`src/rtl/assert_macros.svh`:
```
// Assertion macros shared by the replacement block RTL.
// No dependencies; included by files that carry concurrent checks.
`ifndef ASSERT_MACROS_SVH
`define ASSERT_MACROS_SVH

// Implication checked on every clock edge, off while reset is high.
`define ASSERT_IMPL(label, clk, rst, pre, post) \
   label: assert property (@(posedge clk) disable iff (rst) (pre) |-> (post)) \
      else $error("%m: check failed");

// Next-cycle implication, off while reset is high.
`define ASSERT_NEXT(label, clk, rst, pre, post) \
   label: assert property (@(posedge clk) disable iff (rst) (pre) |=> (post)) \
      else $error("%m: check failed");

`endif

```
`src/rtl/prlru_pkg.sv`:
```
// Shared sizes, types and cell control word for the page replacement block.
// No dependencies.
`default_nettype none

package prlru_pkg;

   localparam int FRAMES    = 4;
   localparam int PAGE_BITS = 16;
   localparam int CNT_BITS  = 16;

   localparam logic [CNT_BITS-1:0] CNT_MAX = {CNT_BITS{1'b1}};

   typedef logic [PAGE_BITS-1:0] page_type;
   typedef logic [CNT_BITS-1:0]  cnt_type;

   // Policy codes of the csr register
   typedef enum logic {
      POLICY_FIFO = 1'b0,
      POLICY_LRU  = 1'b1
   } policy_type;

   // Broadcast control for every frame cell
   typedef struct packed {
      logic     move_all;    // miss with all frames full: whole row shifts down
      logic     move_after;  // LRU hit: cells at or above the hit shift down
      logic     fill;        // miss with a free frame: first empty cell loads
      page_type page;        // referenced page
   } cell_ctrl_type;

endpackage

`default_nettype wire

```
`src/rtl/prlru_cell.sv`:
```
// One frame cell: holds a page and its valid bit, compares against the
// referenced page and takes its upper neighbor's page on a shift. Uses prlru_pkg.
`default_nettype none

module prlru_cell
   import prlru_pkg::*;
(
   input  wire logic          clock,
   input  wire logic          reset,
   input  wire cell_ctrl_type ctrl,
   input  wire logic          prev_valid,  // lower neighbor occupied (1 for cell 0)
   input  wire logic          prev_seen,   // hit found at a lower position
   input  wire logic          next_valid,  // upper neighbor occupied
   input  wire page_type      next_page,   // upper neighbor's page
   output logic               seen,        // hit at or below this cell
   output logic               valid,
   output page_type           page
);

   logic     valid_ff, valid_in;
   page_type page_ff, page_in;
   logic     shift_now;

   assign seen  = prev_seen | (valid_ff & (page_ff == ctrl.page));
   assign valid = valid_ff;
   assign page  = page_ff;

   // Next page: shift from above, or take the new page at the top of the row
   always_comb begin
      shift_now = valid_ff & (ctrl.move_all | (ctrl.move_after & seen));
      valid_in  = valid_ff;
      page_in   = page_ff;
      if (shift_now) begin
         page_in = next_valid ? next_page : ctrl.page;
      end else if (ctrl.fill & ~valid_ff & prev_valid) begin
         page_in  = ctrl.page;
         valid_in = 1'b1;
      end
   end

   always_ff @(posedge clock) begin
      if (reset) begin
         valid_ff <= 1'b0;
      end else begin
         valid_ff <= valid_in;
      end
   end

   always_ff @(posedge clock) begin
      page_ff <= page_in;
   end

endmodule

`default_nettype wire

```
`src/rtl/page_replacement_fifo_lru.sv`:
```
// Page replacement, FIFO or LRU, over a row of frame cells oldest first.
// A result word is registered and appears in the cycle after its request word is accepted.
// Throughput: one word per cycle while results are taken; the compare-and-shift over the cell row
// finishes in the accepting cycle, the output register frees the input side.
// Reset (synchronous): all frames empty, counters zero, policy LRU.
`default_nettype none
`include "assert_macros.svh"

module page_replacement_fifo_lru
   import prlru_pkg::*;
(
   input  wire logic        clock,
   input  wire logic        reset,
   // request: [15:0] page_number
   input  wire logic        req_tvalid,
   output logic             req_tready,
   input  wire logic [15:0] req_tdata,
   // response: [0] hit, [1] evicted_valid, [17:2] evicted_page,
   // [33:18] hits_so_far, [49:34] faults_so_far, [55:50] zero
   output logic             rsp_tvalid,
   input  wire logic        rsp_tready,
   output logic [55:0]      rsp_tdata,
   // policy register
   input  wire logic        csr_wen,
   input  wire logic        csr_wdata
);

   policy_type    policy_ff;
   logic          rsp_valid_ff, rsp_valid_in;
   logic          hit_ff;
   logic          ev_valid_ff;
   page_type      ev_page_ff;
   cnt_type       hit_cnt_ff, hit_cnt_in;
   cnt_type       fault_cnt_ff, fault_cnt_in;

   logic          accept;
   logic          hit;
   logic          full;
   cell_ctrl_type ctrl;

   logic [FRAMES-1:0] seen_w;
   logic [FRAMES-1:0] valid_w;
   page_type          page_w [FRAMES];
   logic [FRAMES-1:0] valid_chk;

   assign req_tready = ~rsp_valid_ff | rsp_tready;
   assign accept     = req_tvalid & req_tready;
   assign hit        = seen_w[FRAMES-1];
   assign full       = valid_w[FRAMES-1];

   // Broadcast control to the row, gated by the request handshake
   always_comb begin
      ctrl.page       = req_tdata[PAGE_BITS-1:0];
      ctrl.move_after = accept & hit & (policy_ff == POLICY_LRU);
      ctrl.move_all   = accept & ~hit & full;
      ctrl.fill       = accept & ~hit & ~full;
   end

   // Row of frame cells, oldest at index 0
   for (genvar i = 0; i < FRAMES; i++) begin : g_cell
      logic     prev_valid_w;
      logic     prev_seen_w;
      logic     next_valid_w;
      page_type next_page_w;

      if (i == 0) begin : g_first
         assign prev_valid_w = 1'b1;
         assign prev_seen_w  = 1'b0;
      end else begin : g_mid
         assign prev_valid_w = valid_w[i-1];
         assign prev_seen_w  = seen_w[i-1];
      end

      if (i == FRAMES-1) begin : g_last
         assign next_valid_w = 1'b0;
         assign next_page_w  = '0;
      end else begin : g_up
         assign next_valid_w = valid_w[i+1];
         assign next_page_w  = page_w[i+1];
      end

      prlru_cell u_cell (
         .clock      (clock),
         .reset      (reset),
         .ctrl       (ctrl),
         .prev_valid (prev_valid_w),
         .prev_seen  (prev_seen_w),
         .next_valid (next_valid_w),
         .next_page  (next_page_w),
         .seen       (seen_w[i]),
         .valid      (valid_w[i]),
         .page       (page_w[i])
      );
   end

   // Saturating counters and output valid
   always_comb begin
      hit_cnt_in   = hit_cnt_ff;
      fault_cnt_in = fault_cnt_ff;
      if (accept) begin
         if (hit) begin
            if (hit_cnt_ff != CNT_MAX) hit_cnt_in = hit_cnt_ff + 1'b1;
         end else begin
            if (fault_cnt_ff != CNT_MAX) fault_cnt_in = fault_cnt_ff + 1'b1;
         end
      end
      rsp_valid_in = accept | (rsp_valid_ff & ~rsp_tready);
   end

   always_ff @(posedge clock) begin
      if (reset) begin
         policy_ff    <= POLICY_LRU;
         rsp_valid_ff <= 1'b0;
         hit_cnt_ff   <= '0;
         fault_cnt_ff <= '0;
      end else begin
         if (csr_wen) policy_ff <= policy_type'(csr_wdata);
         rsp_valid_ff <= rsp_valid_in;
         hit_cnt_ff   <= hit_cnt_in;
         fault_cnt_ff <= fault_cnt_in;
      end
   end

   // Result word payload
   always_ff @(posedge clock) begin
      if (accept) begin
         hit_ff      <= hit;
         ev_valid_ff <= ~hit & full;
         ev_page_ff  <= (~hit & full) ? page_w[0] : '0;
      end
   end

   assign rsp_tvalid = rsp_valid_ff;
   assign rsp_tdata  = {6'b0, fault_cnt_ff, hit_cnt_ff, ev_page_ff, ev_valid_ff, hit_ff};

   // Occupied frames always form a prefix from the oldest position
   assign valid_chk = valid_w & (valid_w + 1'b1);

   `ASSERT_IMPL(a_valid_prefix, clock, reset, 1'b1, valid_chk == '0)
   `ASSERT_IMPL(a_evict_on_miss, clock, reset, rsp_valid_ff & ev_valid_ff, ~hit_ff)
   `ASSERT_NEXT(a_hit_count, clock, reset, accept & hit & (hit_cnt_ff != CNT_MAX),
                hit_cnt_ff == $past(hit_cnt_ff) + 1'b1)
   `ASSERT_NEXT(a_fill_grows, clock, reset, accept & ~hit & ~full,
                $countones(valid_w) == $countones($past(valid_w)) + 1)

endmodule

`default_nettype wire
```
`config.mk`:
```
export PLATFORM = sky130hd
export DESIGN_NAME = page_replacement_fifo_lru
export DESIGN_NICKNAME = d
export VERILOG_FILES = /design/src/rtl/prlru_pkg.sv /design/src/rtl/prlru_cell.sv /design/src/rtl/page_replacement_fifo_lru.sv
export VERILOG_INCLUDE_DIRS = /design/src /design/src/rtl
export SDC_FILE = /design/constraint.sdc
export NUM_CORES = 1
export LEC_CHECK = 0
export BUFFER_PORTS_ARGS = -buffer_cell sky130_fd_sc_hd__buf_2
export CORE_ASPECT_RATIO = 1.5
export CORE_UTILIZATION = 63
export DETAILED_ROUTE_END_ITERATION = 6
export GPL_ROUTABILITY_DRIVEN = 0
export HOLD_SLACK_MARGIN = 0.02
export PLACE_DENSITY = 0.84
export REMOVE_ABC_BUFFERS = 1
export SLEW_MARGIN = 10
export SYNTH_ARGS = -nofsm -noshare
export SYNTH_HDL_FRONTEND = slang
export SYNTH_HIERARCHICAL = 1
export SYNTH_SLANG_ARGS = --single-unit
```
`constraint.sdc`:
```
create_clock -name clock -period 9.7 [get_ports clock]
set_clock_uncertainty 0.05 [all_clocks]
set_input_delay 1.94 -clock clock [delete_from_list [all_inputs] [get_ports clock]]
set_output_delay 1.94 -clock clock [all_outputs]
set_load 0.02 [all_outputs]
```
## Word level (Yosys, flattened, before mapping)

Index checks and enable logic that the tools add are counted.

| word-level totals | value |
|---|---|
| bits in registers | 120 |
| output and inout port bits | 58 |
| bits of input ports | 22 |
| word-level logic and storage cells | 91 |

| cells by class | value |
|---|---|
| muxes and demuxes | 11 |
| add/sub/neg operators | 2 |
| eq/ne operators | 6 |
| reduce and logical (&&, ||, !) cells | 10 |
| bitwise operators | 47 |

Operators by type and width:

| cell | count |
|---|---|
| $mux 16 | 11 |
| $eq 16x16->1 | 4 |
| $add 16x1->16 const B | 2 |
| $ne 16x16->1 const B | 2 |
| $and 1x1->1 | 27 |
| $not 1->1 | 11 |
| $or 1x1->1 | 9 |
| $reduce_and 2->1 | 4 |
| $reduce_bool 2->1 | 4 |
| $reduce_and 3->1 | 2 |

## Longest topological paths before layout

| depth | value |
|---|---|
| depth after elaboration | 12 |
| mapped depth | 14 |
| gate-level depth less buffers | 13 |

## Hierarchy

The synthesis kept the hierarchy.

By module, submodules not included:

| module | area each (sq um) | cells each | seq. area each (sq um) | times used |
|---|---|---|---|---|
| prlru_cell | 1006.0 | 69 | 500.5 | 4 |
| page_replacement_fifo_lru | 2501.1 | 244 | 1221.2 | 1 |

## Worst setup path after synthesis

OpenSTA, ideal clock, no wires.

| timing path | value |
|---|---|
| path type | input-to-reg |
| start | input port req_tdata[3] |
| end | register g_cell[0].u_cell.page_ff[0] (enable) |
| cell stages on the path | 12 |
| required time | 9.241 ns |
| slack | 4.316 ns |
| path buffers | 1 |
| arrival time | 4.925 ns |
| library setup time | 0.409 ns |
| path through | o221ai_1 > nor4_4 > a21o_1 > a21o_1 > a21o_1 > a21o_1 > nand2b_4 > nand2b_1 > clkbuf_1 > nor2_1 > a21oi_1 > nor3_1 |

RTL lines:

| what | RTL line | RTL |
|---|---|---|
| start, declared | page_replacement_fifo_lru.sv:17 | `input wire logic [15:0] req_tdata,` |
| end signal, assigned | prlru_cell.sv:50 | `page_ff <= page_in;` |
| end, declared | prlru_cell.sv:21 | `page_type page_ff, page_in;` |

==> results by group <==
Status
  • Status: finished clean

CTS
  • CTS tree: done
  • Post-cts sizing count: 0
  • CTS root buffer: clkbuf_16
  • H-tree depth: 4
  • Hold buffers post-CTS: 0
  • Clk_lat worst skew: 0.41 ns
  • Clock-pin slew of the registers on the worst-case setup and hold paths: 0.05 ns
  • CTS Buffer Depth: 2
  • Postcts setup bufs: 0
  • CTS Buf Count: 17
  • CTS sink count: 120

GRT
  • Grt ovf: 0
  • First-pass GRT wire length: 20600 um
  • Tot GR Track Use: 25.1%
  • Antenna violations before repair: 0
  • Largest net degree at the start of global routing: 39
  • Number of global-route vias before repair: 4310

Worst setup path
  • WS Path Type: in2reg
  • CP max FO: 18
  • Worst endpoint required time: 9.67 ns
  • WP data arrival: 5.69 ns
  • CP cell instances: buf_2 > o221ai_1 > nor4_4 > a21o_1 > a21o_1 > a21o_1 > a21o_1 > nor2b_1 > and3_1 > a2111oi_0 > nor3_2
  • FF-to-FF path depth: 11
  • Crit-path most repeated cell: a21o_1
  • Startpoint type of the worst setup path: primary input
  • Critical-path top delay cell: nor3_2
  • Crit end category: flop
  • Max stage delay on crit path: 0.96 ns

Yosys
  • Cells after Synth: 520
  • Post-Syn Area: 0.00653 mm2
  • Post-synthesis sequential area ratio: 49.4%
  • Ys flop type: edfxtp_1
  • Async S/R FF share, synth: 0%
  • Flops & latches, synth: 120
  • Distinct cells, synth: 55
  • Syn Area/Cell: 12.5 um2
  • Post-synth EDFFs: 82
  • Yosys warns: 6

Route
  • Wire length on met3: 598 um
  • Top Metal Used: met4
  • Drt pass-1 iters: 6
  • Antenna-violating nets left: 0
  • DR WL met2: 7200 um
  • Via count: 4371
  • Drt wl/cell: 17.5 um
  • Total wire length: 13100 um
  • Initial DRC Count: 226
  • DRC Markers: 0
  • WL met1: 4980 um
  • Number of vias per cell: 5.85

Floorplanning
  • Die width: 85.1 um
  • Core Region: 0.0101 mm2
  • Initial core utilization: 64.7%
  • IO Pins: 80
  • Row cnt: 45
  • Chip height: 127 um
  • Die area: 0.0108 mm2

Cells and area
  • Area grow syn2layout: 15.9%
  • Layout Nets: 642
  • Area of the multi-input gates: 0.00323 mm2
  • ANT cells: 0
  • Filler Cells Inserted: 635
  • Seq. cell area: 0.00322 mm2
  • Util after Layout: 75.1%
  • Ratio of cells with drive above 1 in the final layout: 30.8%

Timing
  • RSZ-0062 raised after global routing: no
  • Final Setup Violations: 0
  • Headroom to the max-slew limit: 17.2%
  • Fin crit share: 58.9%
  • Final min period: 5.72 ns
  • Final slew viol count: 0
  • TNS Setup: 0 ns
  • Worst-Margin Slew: 1.24 ns
  • Final hold vios: 0
  • Peak Freq: 175 MHz

Place
  • IO Port Bufs: 73
  • Post-DP HPWL: 9010 um

Power
  • Pwr/cell area: 163 mW/mm2
  • Static leakage: 2.97 nW
  • Max VDD drop: 0.129 mV

Min path
  • Hold Path Depth: 2
  • Worst min path class: reg2reg

Job
  • Max-Cap Viols: 0
[layout by cell type, fill, tap and decap left out, types with 9 or more instances in the layout]
master,instances
dfxtp_1,38
nand4_1,19
and2_1,19
mux2_2,24
nor2_1,44
clkbuf_16,17
conb_1,28
and3_1,12
a21oi_1,10
nor3_2,9
inv_1,13
edfxtp_1,82
nand3_1,12
xnor2_1,61
mux2_4,40
nand2_1,14
buf_2,73
xor2_1,22
[critical path, delay by kind of cell]
kind / cells / cell delay [ns]
compound gates: 6 / 1.26
buf+inv: 1 / 0.17
simple gates: 4 / 2.30
[flip-flops by register name (all words and copies together) (netlist names)]
register,count
ev_page_ff,16
ev_valid_ff,1
fault_cnt_ff,16
hit_cnt_ff,16
policy_ff,1
g_cell.u_cell/page,64
rsp_tvalid,1
g_cell.u_cell/valid,4
hit_ff,1
[layer usage]
layer	track usage [%]	vias up
met5	0	-
met4	11.6	0
met3	6.12	29
met2	45.9	143
met1	26.8	2119
li1	-	2080
[where the power goes]
group | switching [W] | internal [W]
combinational | 0.0000510 | 0.0000371
sequential | 0.00000658 | 0.000560
clock | 0.000212 | 0.000370
[per-stage QoR]
stage | total power [W] | hold slack, ns | std cells | worst slack, ns | area (um2)
after floorplan | 0.000632 | 0.460 | 526 | 4.15 | 6480
after global placement | 0.000658 | 0.445 | 716 | 3.81 | 7010
after detailed placement | 0.000662 | 0.466 | 716 | 3.59 | 7010
after CTS | 0.00124 | 0.473 | 747 | 3.97 | 7550
after global routing | 0.00127 | 0.505 | 747 | 3.69 | 7560
final | 0.00124 | 0.473 | 747 | 3.98 | 7560
[worst paths after layout]
kind | start | endpoint | slack, ns
setup reg to reg | g_cell[0].u_cell/page[13] | g_cell[2].u_cell/page[1] | 5.28
hold reg to reg | fault_cnt_ff[15] | fault_cnt_ff[15] | 0.47
setup / recovery | req_tdata[3] | g_cell[2].u_cell/page[1] | 3.98
hold / removal | fault_cnt_ff[15] | fault_cnt_ff[15] | 0.47
[cell families (layout without fill, tap and decap cells)]
kind of cell	Yosys count	after routing	share of synthesized area, %
and+or+nand+nor	172	172	16.8
adders and majority gates	2	2	0.383
other	2	28	0.115
buffers and inverters	34	118	3.03
muxes	66	66	13.7
AOI/OAI and AO/OA	41	41	5.45
xor gates and xnor gates	83	83	11.1
DFF	120	120	49.4
[Yosys cell counts (2+ instances only)]
cell type	count	area share [%]
nor3_2	7	1.1
buf_6	4	0.69
nor2_1	44	2.5
edfxtp_1	82	38
o21ai_1	2	0.15
nor4_4	6	2.0
nand3_1	12	0.92
mux2_4	40	9.2
nor3_1	12	0.92
and3_1	12	1.2
mux2i_1	2	0.31
ha_1	2	0.38
nor2b_1	2	0.19
o221ai_1	4	0.54
xnor2_1	61	8.2
and4_1	8	1.1
a2111oi_0	4	0.54
a31oi_4	4	1.3
nand2_1	14	0.81
a21o_1	4	0.46
a31oi_1	2	0.19
mux2_2	24	4.1
inv_1	13	0.75
nor3b_1	2	0.23
xor2_1	22	3.0
dfxtp_1	38	12
buf_4	9	1.0
clkbuf_1	5	0.29
nand4_1	19	1.8
a21oi_1	10	0.77
a221o_1	4	0.61
and2_1	19	1.8
o2111ai_1	3	0.40
nor4b_1	2	0.27
conb_1	2	0.12
[cell type report]
cell class / count / area share [%]
Sequential cell: 120 / 42.6
Multi-Input combinational cell: 392 / 42.8
Inverter: 14 / 0.695
Clock inverter: 12 / 1.46
Tap cell: 117 / 1.94
Clock buffer: 19 / 5.72
Timing Repair Buffer: 73 / 4.83
No activity file was read; power rests on OpenSTA's default activity.
